**src/design/n2d_pkg.sv**
```systemverilog
// Package for the NFA to DFA subset builder: sizes, function codes and item types.
package n2d_pkg;

	localparam int NfaStates = 8;
	localparam int Symbols = 2;
	localparam int MaxDfa = 255;

	typedef enum logic [2:0] {
		FUNC_LOAD_EPS  = 3'd0,
		FUNC_LOAD_MOVE = 3'd1,
		FUNC_BUILD     = 3'd2,
		FUNC_QUERY     = 3'd3,
		FUNC_RUN       = 3'd4
	} func_t;

	localparam logic REG_START = 1'b0;
	localparam logic REG_FINAL = 1'b1;

	typedef struct packed {
		logic [2:0] func;
		logic [2:0] nfa_state;
		logic       symbol;
		logic [7:0] target_mask;
		logic [7:0] dfa_state;
		logic       restart;
	} in_item_t;

	typedef struct packed {
		logic [7:0] dfa_count;
		logic [7:0] next_state;
		logic       next_exists;
		logic       next_accepting;
		logic [7:0] member_set;
		logic [7:0] run_state;
		logic       accepted;
		logic       dead;
	} out_item_t;

	// Closure step request and answer between the sequencer and the closure unit.
	typedef struct packed {
		logic       go;
		logic [7:0] seed;
	} clo_req_t;

	typedef struct packed {
		logic       done;
		logic [7:0] set;
	} clo_rsp_t;

endpackage

```
**src/design/n2d_closure.sv**
```systemverilog
// Iterative epsilon closure unit: one widening pass over the epsilon table per cycle.
module n2d_closure (
	input  logic                clk,
	input  logic                arst_n,
	input  n2d_pkg::clo_req_t   req,
	input  logic [7:0]          eps [8],
	output n2d_pkg::clo_rsp_t   rsp
);
	import n2d_pkg::*;

	logic [7:0] set_q;
	logic       busy_q;
	logic [7:0] grown;

	always_comb begin
		grown = set_q;
		for (int s = 0; s < NfaStates; s++) begin
			if (set_q[s]) begin
				grown = grown | eps[s];
			end
		end
	end

	always_ff @(posedge clk or negedge arst_n) begin
		if (!arst_n) begin
			busy_q <= 1'b0;
		end else if (req.go) begin
			busy_q <= 1'b1;
		end else if (busy_q && grown == set_q) begin
			busy_q <= 1'b0;
		end
	end

	always_ff @(posedge clk) begin
		if (req.go) begin
			set_q <= req.seed;
		end else if (busy_q) begin
			set_q <= grown;
		end
	end

	assign rsp.done = busy_q && (grown == set_q);
	assign rsp.set  = set_q;
endmodule

```
**config.mk**
```make
export PLATFORM = sky130hd
export DESIGN_NAME = n2d_closure
export DESIGN_NICKNAME = d
export VERILOG_FILES = /design/src/design/n2d_pkg.sv /design/src/design/n2d_closure.sv
export SDC_FILE = /design/constraint.sdc
export NUM_CORES = 1
export LEC_CHECK = 0
export ABC_AREA = 0
export BUFFER_PORTS_ARGS = -buffer_cell sky130_fd_sc_hd__buf_2
export CAP_MARGIN = 30
export CORE_UTILIZATION = 34
export CTS_CLUSTER_SIZE = 30
export DETAILED_ROUTE_END_ITERATION = 10
export GPL_TIMING_DRIVEN = 0
export PLACE_DENSITY = 0.79
export SETUP_SLACK_MARGIN = 0.5
export SKIP_CTS_REPAIR_TIMING = 1
export SYNTH_ARGS = -nofsm -noshare
export SYNTH_HDL_FRONTEND = slang
export SYNTH_SLANG_ARGS = --single-unit
```
**constraint.sdc**
```tcl
create_clock -name clk -period 3.16 [get_ports clk]
set_input_delay 0.632 -clock clk [delete_from_list [all_inputs] [get_ports clk]]
set_output_delay 0.632 -clock clk [all_outputs]
set_load 0.02 [all_outputs]
```
* Word-level counts from Yosys, hierarchy flattened
Index checks and enable logic that the tools add are counted.
Widths: inputs -> output; s select.
** Word-level totals
- Bits in registers :: 9
** Operators by class
- Equal/unequal tests :: 1
- Muxes and demuxes :: 12
- Bitwise logic cells :: 8
- Reductions and logical operators :: 3
** Operator list (number)
- $mux 8 :: 10
- $or 8x8->8 :: 8
- $eq 8x8->1 :: 1
- $reduce_bool 2->1 :: 2
- $mux 1 :: 2
- $logic_and 1x1->1 :: 1

* Longest topological paths before layout
Gate-level depths: netlist of the first run.
- Word-level depth :: 20
- Mapped depth :: 7

* Worst setup path after synthesis of the first run
No wires, ideal clock.
- Kind :: flip-flop to output port
- Start :: register set_q[2]
- End :: output port rsp[8] in the netlist's numbering
- Arrival :: 2.106 ns
- Required time :: 2.528 ns
- Setup slack :: 0.422 ns
- Cell stages (with the launch flop) :: 8
- Path buffers :: 1
- Path through :: edfxtp_1 > buf_6 > a22o_1 > a211oi_2 > a31oi_1 > a2111o_1 > nor4_1 > and2_1
** RTL lines
- from (decl) :: RTL line n2d_closure.sv:11 : logic [7:0] set_q;
- from (signal assigned) :: RTL line n2d_closure.sv:36 : set_q <= req.seed;
- from (signal assigned) :: RTL line n2d_closure.sv:38 : set_q <= grown;
- to (decl) :: RTL line n2d_closure.sv:7 : output n2d_pkg::clo_rsp_t rsp

==> results of run 1 <==
worst max-delay path by stage:
stage / from / endpoint / slack, ps / cells after the start
after detailed placement: eps[53] / rsp[8] / 260 / 8
after floorplan: set_q[2] / rsp[8] / 600 / 7
after CTS: set_q[0] / rsp[8] / 100 / 8
after global placement: eps[53] / rsp[8] / 280 / 8
after global routing: set_q[2] / rsp[8] / 40 / 8
final: set_q[1] / rsp[8] / 140 / 8
layer usage:
layer  vias up  track usage  wire (microns)
met5         -            0               0
met4         0       0.0619              54
met3         6       0.0455             245
met2        65        0.424            1520
met1       516        0.302            1180
li1        517            -               -
metrics by stage:
stage               hold WS, ps  worst slack [ps]  utilization
finish                      126               139        0.586
global route                128              44.3        0.586
CTS                         130               102        0.564
detailed placement          412               256        0.552
global placement            407               278        0.552
floorplan                   336               596            -
cells by family (layout without fill, tap and decap cells):
logic type      Yosys count  in the layout  synth area share
compound gates           41             41             0.410
simple gates             20             20             0.122
buf+inv                  12             94            0.0887
flops                     9              9             0.336
mux                       3              3            0.0428
cells in the mapped netlist (3+ instances only):
master                     instances
sky130_fd_sc_hd__mux2_2            3
sky130_fd_sc_hd__a22o_1            6
sky130_fd_sc_hd__buf_6             3
sky130_fd_sc_hd__nand2_1           5
sky130_fd_sc_hd__a221oi_1          4
sky130_fd_sc_hd__a41oi_1           3
sky130_fd_sc_hd__nand4_1           3
sky130_fd_sc_hd__edfxtp_1          8
sky130_fd_sc_hd__a21oi_1           9
sky130_fd_sc_hd__nor2_1            6
sky130_fd_sc_hd__inv_1             3
sky130_fd_sc_hd__a22oi_1           8
sky130_fd_sc_hd__clkbuf_1          4
sky130_fd_sc_hd__and3_1            3
power breakdown:
| group | switching (mW) | internal [mW] |
|---|---|---|
| Combinational | 0.0723 | 0.0720 |
| Clock | 0.0463 | 0.0489 |
| Sequential | 0.00424 | 0.138 |
| Total | 0.123 | 0.259 |
critical path, delay by kind of cell (launching register included):
kind / cells / cell delay, ps
AO/OA/AOI/OAI: 4 / 960
buffers and inverters: 2 / 280
AND/OR/NAND/NOR: 2 / 460
flip-flops: 1 / 420
sequential cells by signal (all words and copies together), names as in the netlist:
name    count
busy_q      1
set_q       8
layout make-up:
| cell class | count | area, sq um |
|---|---|---|
| multi-input cells | 64 | 477 |
| repair buffers | 78 | 402 |
| plain buffers | 9 | 67.6 |
| well taps | 28 | 35.0 |
| flip-flops and latches | 9 | 265 |
| fillers | 210 | 907 |
| inverters | 3 | 11.3 |
| clock buffers | 4 | 26.3 |
==> impl_metrics.prom, run 1 <==
# TYPE chip_impl_metric gauge
chip_impl_metric{name="cp_max_fo",unit=""} 9
chip_impl_info{name="timing_worst_setup_path_type",value="reg -> out"} 1
chip_impl_metric{name="detail_route.vias_per_cell",unit=""} 5.66
chip_impl_metric{name="dp.cells",unit=""} 188
chip_impl_metric{name="final.setup_skew",unit="ps"} 0.377
chip_impl_metric{name="cp_slowest_stage_delay",unit="ps"} 420
chip_impl_metric{name="synth.cell_area",unit="sq um"} 790
chip_impl_info{name="ordered_list_of_cells_on_the_worst_path",value="buf_6 > a22o_1 > a221oi_2 > a41oi_1 > a2111o_1 > nor4_2 > and2_4 > buf_6"} 1
chip_impl_metric{name="final_max_slew_viol_count",unit=""} 0
chip_impl_metric{name="antenna_left",unit=""} 0
chip_impl_metric{name="required",unit="ps"} 2530
chip_impl_info{name="layout.cells.most_common_list",value="75 x sky130_fd_sc_hd__buf_2, 9 x sky130_fd_sc_hd__a21oi_1, 8 x sky130_fd_sc_hd__a22oi_1, 8 x sky130_fd_sc_hd__edfxtp_1"} 1
chip_impl_info{name="ys_dominant_reg_cell",value="sky130_fd_sc_hd__edfxtp_1"} 1
chip_impl_metric{name="max-vdd-ir-drop",unit="uV"} 233
chip_impl_metric{name="clock_sink_count",unit=""} 9
chip_impl_metric{name="yosys.area.top_type_share",unit=""} 0.304
chip_impl_metric{name="min_period",unit="ps"} 3020
chip_impl_metric{name="cts-buffers-inserted",unit=""} 3
chip_impl_metric{name="finalNetCount",unit=""} 243
chip_impl_metric{name="globalRouteTotalUtil",unit=""} 0.243
chip_impl_metric{name="synth-async-reset-ratio",unit=""} 0.111
chip_impl_metric{name="first_iter_violations",unit=""} 36
chip_impl_metric{name="gpl.final_weighted_congestion",unit=""} 0.814
chip_impl_metric{name="placement_rows",unit=""} 17
chip_impl_info{name="post_synth_main_area_contributors",value="sky130_fd_sc_hd__edfxtp_1 30%, sky130_fd_sc_hd__a22oi_1 7.6%, sky130_fd_sc_hd__a22o_1 6.7%"} 1
chip_impl_info{name="worst_path_max_delay_cell",value="sky130_fd_sc_hd__edfxtp_1"} 1
chip_impl_metric{name="global_route_congestion_overflow_total",unit=""} 0
chip_impl_metric{name="tns",unit="ps"} 0
chip_impl_info{name="rr_startpoint",value="set_q[1]"} 1
chip_impl_metric{name="dp_hpwl",unit="mm"} 2.19
chip_impl_metric{name="initial_core_utilization",unit=""} 0.360
chip_impl_metric{name="dr_total_vias",unit=""} 1104
chip_impl_metric{name="worst_tran_pin_value",unit="ps"} 503
chip_impl_info{name="tritoncts",value="built"} 1
chip_impl_metric{name="htree_levels",unit=""} 1
chip_impl_metric{name="detail_route.wl_per_cell",unit="microns"} 15.4
chip_impl_metric{name="die-width",unit="microns"} 50.2
chip_impl_metric{name="report.final.hold_viol_count",unit=""} 0
chip_impl_metric{name="cts.reportedPaths.clkPinSlew",unit="ps"} 70
chip_impl_info{name="final_common_cell",value="sky130_fd_sc_hd__buf_2"} 1
chip_impl_metric{name="static-leakage-power",unit="nW"} 0.623
chip_impl_metric{name="reg2reg_slack",unit="ps"} 1060
chip_impl_metric{name="drt_drc_violations_left",unit=""} 0
chip_impl_metric{name="number_of_diodes_added_for_antenna_fixing",unit=""} 0
chip_impl_metric{name="worst_slew_margin_rel",unit=""} 0.665
chip_impl_metric{name="finalPower",unit="mW"} 0.382
chip_impl_metric{name="via_count_of_the_first_global_routing_pass",unit=""} 1048
chip_impl_metric{name="grt_start_max_net_pins",unit=""} 11
chip_impl_info{name="worst_hold_path_type",value="in -> async"} 1
chip_impl_metric{name="clock_path_buffers",unit=""} 2
chip_impl_metric{name="detail_route.wirelength",unit="mm"} 3.00
chip_impl_info{name="status",value="finished, final reports clean"} 1
chip_impl_metric{name="synth_cell_types",unit=""} 28
chip_impl_metric{name="final.period_utilization",unit=""} 0.956
chip_impl_metric{name="synth_nets",unit=""} 160
chip_impl_metric{name="synth_cells",unit=""} 85
chip_impl_metric{name="synth-warning-count",unit=""} 0
chip_impl_metric{name="arrival",unit="ps"} 2390
chip_impl_metric{name="detailed_place.area",unit="sq um"} 1210
chip_impl_metric{name="ff2ff_path_depth",unit=""} 7
chip_impl_metric{name="edff_count_synth",unit=""} 8
chip_impl_info{name="clock-root-buffer",value="sky130_fd_sc_hd__clkbuf_4"} 1
chip_impl_metric{name="synth_sequential_area_ratio",unit=""} 0.336
chip_impl_metric{name="port_buffers",unit=""} 75
chip_impl_metric{name="num_io_pins",unit=""} 84
chip_impl_metric{name="grt_antenna_before_repair",unit=""} 0
chip_impl_metric{name="drt-pass1-iter-count",unit=""} 4
chip_impl_metric{name="setup_viol_count_final",unit=""} 0
chip_impl_metric{name="power-per-cell-area",unit="nW/um^2"} 298
chip_impl_info{name="startpoint_type",value="flop"} 1
chip_impl_info{name="crit-reg2reg-capture",value="busy_q"} 1
chip_impl_info{name="yosys.area.top_type",value="sky130_fd_sc_hd__edfxtp_1"} 1
chip_impl_metric{name="design_area",unit="sq um"} 1280
chip_impl_metric{name="final_layout_size_suffix_gt1_frac",unit=""} 0.593
chip_impl_metric{name="global_route_wire_length_before_repair",unit="mm"} 4.61
chip_impl_info{name="crit_path_end_kind",value="primary output"} 1
chip_impl_metric{name="timing.fmax",unit="MHz"} 331
chip_impl_metric{name="ys_seq_elements",unit=""} 9
chip_impl_metric{name="timing.max_cap.violations",unit=""} 0
chip_impl_metric{name="postSynthAreaPerCell",unit="sq um"} 9.29
chip_impl_metric{name="fp.coreArea",unit="sq um"} 2190
chip_impl_info{name="rsz0062_at_grt",value="true"} 1
chip_impl_info{name="cpMostUsedCell",value="sky130_fd_sc_hd__buf_6"} 1
chip_impl_metric{name="chipHeight",unit="microns"} 50.2
chip_impl_metric{name="worstSkewPairLatency",unit="ps"} 270
chip_impl_metric{name="fp.dieArea",unit="sq um"} 2520
chip_impl_metric{name="area.growth.synth_to_final",unit="%"} 62.6
chip_impl_metric{name="instances_no_fill",unit=""} 195
Note: power is estimated with default switching activity, not from simulation.
==> inputs of run 2 (changes only) <==
- ABC_AREA: 0 -> default
- PLACE_DENSITY: 0.79 -> default
- PLACE_DENSITY_LB_ADDON: default -> 0.1
==> run 2 against run 1 <==
First-iteration DRC count up 11%. Utilization up 2.6 points. Die area unchanged. Global-route usage down 0.35 points. Sequential share of layout area down 0.89 points. Clock skew up 1.1 ps. Wire length down 0.23%. Final area up 4.5%. Maximum frequency up 0.43%. Sequential power about the same. Setup slack better by 13 ps. Critical path type unchanged. Largest cell class is now non-clock buffers.
==> impl_metrics.prom, run 2 (synthesis results as in run 1) <==
# TYPE chip_impl_metric gauge
chip_impl_info{name="status",value="finished, final reports clean"} 1
chip_impl_metric{name="initial_core_utilization",unit=""} 0.360
chip_impl_info{name="layout.cells.most_common_list",value="75 x sky130_fd_sc_hd__buf_2, 10 x sky130_fd_sc_hd__buf_4, 9 x sky130_fd_sc_hd__a21oi_1"} 1
chip_impl_metric{name="final.setup_skew",unit="ps"} 1.47
chip_impl_metric{name="final_layout_size_suffix_gt1_frac",unit=""} 0.609
chip_impl_metric{name="antenna_left",unit=""} 0
chip_impl_metric{name="cts.reportedPaths.clkPinSlew",unit="ps"} 70
chip_impl_metric{name="required",unit="ps"} 2530
chip_impl_metric{name="power_switching_share",unit=""} 0.319
chip_impl_metric{name="cts-buffers-inserted",unit=""} 3
chip_impl_metric{name="clock_path_buffers",unit=""} 2
chip_impl_metric{name="num_io_pins",unit=""} 84
chip_impl_metric{name="min_period",unit="ps"} 3010
chip_impl_info{name="crit_path_start",value="set_q[1]"} 1
chip_impl_metric{name="cp_max_fo",unit=""} 7
chip_impl_metric{name="finalNetCount",unit=""} 250
chip_impl_metric{name="max-vdd-ir-drop",unit="uV"} 204
chip_impl_metric{name="clock_sink_count",unit=""} 9
chip_impl_info{name="clock-root-buffer",value="sky130_fd_sc_hd__clkbuf_4"} 1
chip_impl_metric{name="drt_drc_violations_left",unit=""} 0
chip_impl_metric{name="grt_start_max_net_pins",unit=""} 11
chip_impl_metric{name="worst_slew_margin_rel",unit=""} 0.610
chip_impl_metric{name="gpl.final_weighted_congestion",unit=""} 0.831
chip_impl_metric{name="reg2reg_slack",unit="ps"} 990
chip_impl_metric{name="globalRouteTotalUtil",unit=""} 0.239
chip_impl_metric{name="comb_power_frac",unit=""} 0.390
chip_impl_metric{name="grt_antenna_before_repair",unit=""} 0
chip_impl_metric{name="dp_hpwl",unit="mm"} 2.21
chip_impl_metric{name="fp.coreArea",unit="sq um"} 2190
chip_impl_metric{name="switching_power",unit="mW"} 0.125
chip_impl_metric{name="report.final.hold_viol_count",unit=""} 0
chip_impl_metric{name="largest_register_ff_count",unit=""} 8
chip_impl_metric{name="global_route_congestion_overflow_total",unit=""} 0
chip_impl_metric{name="cp_slowest_stage_delay",unit="ps"} 410
chip_impl_metric{name="area.growth.synth_to_final",unit="%"} 69.9
chip_impl_metric{name="chipHeight",unit="microns"} 50.2
chip_impl_info{name="top_register",value="set_q"} 1
chip_impl_info{name="startpoint_type",value="flop"} 1
chip_impl_metric{name="internal_power",unit="mW"} 0.266
chip_impl_info{name="tritoncts",value="built"} 1
chip_impl_info{name="worst_path_max_delay_cell",value="sky130_fd_sc_hd__edfxtp_1"} 1
chip_impl_metric{name="fin_util",unit=""} 0.612
chip_impl_info{name="worst_hold_path_type",value="in -> async"} 1
chip_impl_metric{name="number_of_diodes_added_for_antenna_fixing",unit=""} 0
chip_impl_metric{name="final.period_utilization",unit=""} 0.952
chip_impl_info{name="worst_path_dominant_cell_family",value="compound AO/OA/AOI/OAI gates"} 1
chip_impl_metric{name="detail_route.wirelength",unit="mm"} 2.99
chip_impl_metric{name="tns",unit="ps"} 0
chip_impl_metric{name="detailed_place.area",unit="sq um"} 1210
chip_impl_info{name="rsz0062_at_grt",value="true"} 1
chip_impl_metric{name="timing.max_cap.violations",unit=""} 0
chip_impl_metric{name="port_buffers",unit=""} 75
chip_impl_info{name="crit_path_end_kind",value="primary output"} 1
chip_impl_info{name="ordered_list_of_cells_on_the_worst_path",value="buf_6 > a22o_1 > a221oi_2 > a41oi_2 > a2111o_1 > nor4_4 > and2_4 > buf_6"} 1
chip_impl_info{name="final_common_cell",value="sky130_fd_sc_hd__buf_2"} 1
chip_impl_metric{name="htree_levels",unit=""} 1
chip_impl_info{name="rr_startpoint",value="set_q[1]"} 1
chip_impl_metric{name="final_max_slew_viol_count",unit=""} 0
chip_impl_metric{name="placement_rows",unit=""} 17
chip_impl_info{name="largest_registers",value="set_q (8), busy_q (1)"} 1
chip_impl_metric{name="setup_viol_count_final",unit=""} 0
chip_impl_info{name="timing_worst_setup_path_type",value="reg -> out"} 1
chip_impl_metric{name="via_count_of_the_first_global_routing_pass",unit=""} 966
chip_impl_metric{name="timing.fmax",unit="MHz"} 332
chip_impl_metric{name="fp.dieArea",unit="sq um"} 2520
chip_impl_metric{name="die-width",unit="microns"} 50.2
chip_impl_info{name="cpMostUsedCell",value="sky130_fd_sc_hd__buf_6"} 1
chip_impl_metric{name="static-leakage-power",unit="nW"} 0.655
chip_impl_metric{name="global_route_wire_length_before_repair",unit="mm"} 4.45
chip_impl_metric{name="worstSkewPairLatency",unit="ps"} 260
chip_impl_metric{name="cp_num_buf_inv",unit=""} 2
chip_impl_metric{name="dr_total_vias",unit=""} 1079
chip_impl_metric{name="worst_tran_pin_value",unit="ps"} 584
chip_impl_metric{name="power-per-cell-area",unit="nW/um^2"} 291
chip_impl_metric{name="arrival",unit="ps"} 2380
chip_impl_metric{name="detail_route.vias_per_cell",unit=""} 5.34
chip_impl_metric{name="power.share.clock",unit=""} 0.245
chip_impl_metric{name="design_area",unit="sq um"} 1340
chip_impl_metric{name="drt-pass1-iter-count",unit=""} 4
chip_impl_metric{name="pwr-share-seq",unit=""} 0.365
chip_impl_metric{name="detail_route.wl_per_cell",unit="microns"} 14.8
chip_impl_metric{name="first_iter_violations",unit=""} 40
## run 2: changes by cell type in the layout (fill, tap and decap cells not counted)
cell / change
sky130_fd_sc_hd__nor4_2: -1
sky130_fd_sc_hd__buf_4: +8
sky130_fd_sc_hd__buf_6: -1
sky130_fd_sc_hd__nor4_4: +1
## run 2: routing by layer
layer | part of all wire | vias to the layer above | GRT usage
li1 | - | 533 | -
met1 | 0.41 | 489 | 0.299
met2 | 0.51 | 51 | 0.389
met3 | 0.066 | 6 | 0.0485
met4 | 0.013 | 0 | 0.114
met5 | 0 | - | 0
## run 2: worst reg2reg max path: cells and delay by family (launching register included)
| family | cells | cell delay, ps |
|---|---|---|
| compound gates | 5 | 1060 |
| flops | 1 | 410 |
| buf+inv | 2 | 310 |
| simple gates | 1 | 260 |
## run 2: final timing paths
check / end / depth (start not counted)
min: busy_q / 1
max: rsp[8] / 8
min reg2reg: busy_q / 2
min in group clk: busy_q / 2
max in group asynchronous: busy_q / 1
max reg2reg: busy_q / 8
## run 2: final cells by class
cell class	instances	area (sq um)
clock buffer	4	26.3
timing repair buffer	85	454
buffer	9	63.8
inverter	3	11.3
sequential	9	265
multi-input combinational	64	485
tap	28	35.0
fill	203	850
## run 2: metrics by stage
stage / std cells / hold slack [ps] / worst slack (ps) / total power, mW
after floorplan: 85 / 336 / 596 / 0.216
after global placement: 188 / 408 / 245 / 0.277
after detailed placement: 188 / 408 / 229 / 0.279
after CTS: 192 / 123 / 64.0 / 0.374
after global routing: 202 / 106 / 29.6 / 0.413
final: 202 / 123 / 152 / 0.390
## run 2: power groups by stage
stage               logic, mW  clock network, mW  registers, mW
floorplan              0.0628                  0          0.153
global placement        0.132                  0          0.145
detailed placement      0.134                  0          0.145
CTS                     0.135             0.0965          0.142
global route            0.165              0.105          0.143
finish                  0.152             0.0955          0.143
==> inputs of run 3 (changes only) <==
- CORE_UTILIZATION: 34 -> 37
- MAX_ROUTING_LAYER: default -> met4
- clock period: 3.16 -> 3.5 ns (I/O delays scaled with it)
==> run 3 against run 2 <==
Sequential cell count unchanged. Clock power decreased by 9.4%. Total power decreased by 11%. Global-route usage increased by 3.9 points. Die area decreased by 7.8%. Final area decreased by 4.0%. Sequential share of layout area increased by 0.83 points. Largest cell class is now multi-input combinational cells. First-iteration DRC count decreased by 20%. Setup slack improved by 340 ps. Critical endpoint unchanged. Clock skew increased by 3.4 ps.
==> impl_metrics.prom, run 3 (synthesis results as in run 1) <==
# TYPE chip_impl_metric gauge
chip_impl_info{name="status",value="finished, final reports clean"} 1
chip_impl_metric{name="drt_drc_violations_left",unit=""} 0
chip_impl_metric{name="cp_max_fo",unit=""} 9
chip_impl_metric{name="htree_levels",unit=""} 1
chip_impl_metric{name="fillers",unit=""} 197
chip_impl_info{name="crit-reg2reg-capture",value="busy_q"} 1
chip_impl_metric{name="global_route_wire_length_before_repair",unit="mm"} 4.30
chip_impl_metric{name="first_iter_violations",unit=""} 32
chip_impl_info{name="startpoint_type",value="flop"} 1
chip_impl_metric{name="placement_rows",unit=""} 16
chip_impl_metric{name="grt_start_max_net_pins",unit=""} 11
chip_impl_metric{name="final_layout_size_suffix_gt1_frac",unit=""} 0.599
chip_impl_info{name="largest_registers",value="set_q (8), busy_q (1)"} 1
chip_impl_metric{name="global_route_congestion_overflow_total",unit=""} 0
chip_impl_metric{name="final.setup_skew",unit="ps"} 4.86
chip_impl_metric{name="finalNetCount",unit=""} 243
chip_impl_metric{name="drt-pass1-iter-count",unit=""} 4
chip_impl_metric{name="dp_hpwl",unit="mm"} 2.19
chip_impl_metric{name="port_buffers",unit=""} 75
chip_impl_metric{name="largest_register_ff_count",unit=""} 8
chip_impl_metric{name="reg2reg_slack",unit="ps"} 1480
chip_impl_metric{name="globalRouteTotalUtil",unit=""} 0.278
chip_impl_metric{name="worst_tran_pin_value",unit="ps"} 426
chip_impl_metric{name="internal_power",unit="mW"} 0.234
chip_impl_info{name="worst_hold_path_type",value="in -> async"} 1
chip_impl_metric{name="fp.dieArea",unit="sq um"} 2320
chip_impl_info{name="clock-root-buffer",value="sky130_fd_sc_hd__clkbuf_4"} 1
chip_impl_metric{name="min_period",unit="ps"} 3010
chip_impl_metric{name="worst_slew_margin_rel",unit=""} 0.716
chip_impl_metric{name="report.final.hold_viol_count",unit=""} 0
chip_impl_metric{name="clock_sink_count",unit=""} 9
chip_impl_metric{name="setup_viol_count_final",unit=""} 0
chip_impl_metric{name="num_io_pins",unit=""} 84
chip_impl_info{name="timing_worst_setup_path_type",value="reg -> out"} 1
chip_impl_metric{name="required",unit="ps"} 2800
chip_impl_metric{name="cts.reportedPaths.clkPinSlew",unit="ps"} 70
chip_impl_metric{name="pwr-share-seq",unit=""} 0.371
chip_impl_metric{name="cp_slowest_stage_delay",unit="ps"} 420
chip_impl_metric{name="power-per-cell-area",unit="nW/um^2"} 269
chip_impl_metric{name="detail_route.wirelength",unit="mm"} 2.97
chip_impl_metric{name="instances_no_fill",unit=""} 194
chip_impl_info{name="ordered_list_of_cells_on_the_worst_path",value="buf_2 > a22o_1 > a221oi_2 > a41oi_1 > a2111o_1 > nor4_4 > and2_4 > buf_6"} 1
chip_impl_metric{name="timing.max_cap.violations",unit=""} 0
chip_impl_info{name="rsz0062_at_grt",value="true"} 1
chip_impl_metric{name="finalPower",unit="mW"} 0.346
chip_impl_metric{name="via_count_of_the_first_global_routing_pass",unit=""} 1005
chip_impl_metric{name="area.growth.synth_to_final",unit="%"} 63.1
chip_impl_metric{name="final.period_utilization",unit=""} 0.860
chip_impl_metric{name="worstSkewPairLatency",unit="ps"} 270
chip_impl_info{name="final_common_cell",value="sky130_fd_sc_hd__buf_2"} 1
chip_impl_metric{name="cts-buffers-inserted",unit=""} 3
chip_impl_metric{name="detail_route.wl_per_cell",unit="microns"} 15.3
chip_impl_metric{name="chipHeight",unit="microns"} 48.2
chip_impl_metric{name="comb_power_frac",unit=""} 0.379
chip_impl_info{name="rr_startpoint",value="set_q[6]"} 1
chip_impl_metric{name="antenna_left",unit=""} 0
chip_impl_metric{name="cp_num_buf_inv",unit=""} 2
chip_impl_metric{name="clock_path_buffers",unit=""} 2
chip_impl_info{name="crit_path_end_kind",value="primary output"} 1
chip_impl_metric{name="ff2ff_path_depth",unit=""} 7
chip_impl_metric{name="timing.fmax",unit="MHz"} 332
chip_impl_metric{name="final_max_slew_viol_count",unit=""} 0
chip_impl_metric{name="max-vdd-ir-drop",unit="uV"} 175
chip_impl_metric{name="arrival",unit="ps"} 2310
chip_impl_info{name="worst_path_max_delay_cell",value="sky130_fd_sc_hd__a2111o_1"} 1
chip_impl_info{name="tritoncts",value="built"} 1
chip_impl_info{name="top_register",value="set_q"} 1
chip_impl_metric{name="fp.coreArea",unit="sq um"} 1980
chip_impl_metric{name="number_of_diodes_added_for_antenna_fixing",unit=""} 0
chip_impl_metric{name="static-leakage-power",unit="nW"} 0.624
chip_impl_metric{name="die-width",unit="microns"} 48.2
chip_impl_metric{name="dp.cells",unit=""} 187
chip_impl_metric{name="switching_power",unit="mW"} 0.112
chip_impl_metric{name="initial_core_utilization",unit=""} 0.398
chip_impl_metric{name="power_switching_share",unit=""} 0.325
chip_impl_metric{name="gpl.final_weighted_congestion",unit=""} 0.851
chip_impl_metric{name="grt_antenna_before_repair",unit=""} 0
chip_impl_metric{name="dr_total_vias",unit=""} 1076
chip_impl_metric{name="detail_route.vias_per_cell",unit=""} 5.55
chip_impl_info{name="worst_path_dominant_cell_family",value="compound AO/OA/AOI/OAI gates"} 1
chip_impl_metric{name="fin_util",unit=""} 0.650
chip_impl_metric{name="tns",unit="ps"} 0
chip_impl_info{name="layout.cells.most_common_list",value="77 x sky130_fd_sc_hd__buf_2, 9 x sky130_fd_sc_hd__a21oi_1, 8 x sky130_fd_sc_hd__a22oi_1, 8 x sky130_fd_sc_hd__edfxtp_1"} 1
chip_impl_metric{name="power.share.clock",unit=""} 0.250
[run 3: power groups by stage]
| stage | Combinational [mW] | Clock [mW] | Sequential [mW] |
|---|---|---|---|
| final | 0.131 | 0.0865 | 0.128 |
| after global routing | 0.142 | 0.0922 | 0.129 |
| after CTS | 0.121 | 0.0874 | 0.128 |
| after detailed placement | 0.120 | 0 | 0.131 |
| after global placement | 0.117 | 0 | 0.130 |
| after floorplan | 0.0552 | 0 | 0.138 |
[run 3: worst reg2reg max path, cell delays in order, from the launching register on]
cell	delay, ps
sky130_fd_sc_hd__edfxtp_1	390
sky130_fd_sc_hd__buf_2	200
sky130_fd_sc_hd__a22o_1	220
sky130_fd_sc_hd__a221oi_2	200
sky130_fd_sc_hd__a41oi_1	140
sky130_fd_sc_hd__a2111o_1	420
sky130_fd_sc_hd__nor4_4	180
sky130_fd_sc_hd__o21ai_0	120
[run 3: cell type report]
cell class / instances / area (sq um) / area share
multi-input cells: 64 / 484 / 0.376
plain buffers: 9 / 62.6 / 0.0486
inverters: 3 / 11.3 / 0.00875
well taps: 27 / 33.8 / 0.0262
flip-flops and latches: 9 / 265 / 0.206
clock buffers: 4 / 26.3 / 0.0204
repair buffers: 78 / 404 / 0.314
[run 3: how the worst max path moves through the flow]
stage | from | to | slack [ps] | cells past startpoint
detailed placement | eps[40] | rsp[8] | 360 | 8
finish | set_q[6] | rsp[8] | 490 | 8
global placement | eps[40] | rsp[8] | 370 | 8
CTS | set_q[2] | rsp[8] | 320 | 8
floorplan | eps[43] | rsp[8] | 640 | 6
global route | set_q[6] | rsp[8] | 400 | 8
[run 3: routing by layer]
metal	global-route usage	vias to the layer above	share of wire
met5	-	-	0
met4	0.0833	0	0.015
met3	0.0444	6	0.066
met2	0.507	50	0.54
met1	0.307	504	0.38
li1	-	516	-
[run 3: stage by stage]
| stage | setup slack [ps] | area (sq um) | hold WS, ps |
|---|---|---|---|
| after floorplan | 644 | 790 | 404 |
| after global placement | 373 | 1200 | 475 |
| after detailed placement | 361 | 1200 | 476 |
| after CTS | 316 | 1220 | 195 |
| after global routing | 399 | 1290 | 191 |
| final | 490 | 1290 | 197 |
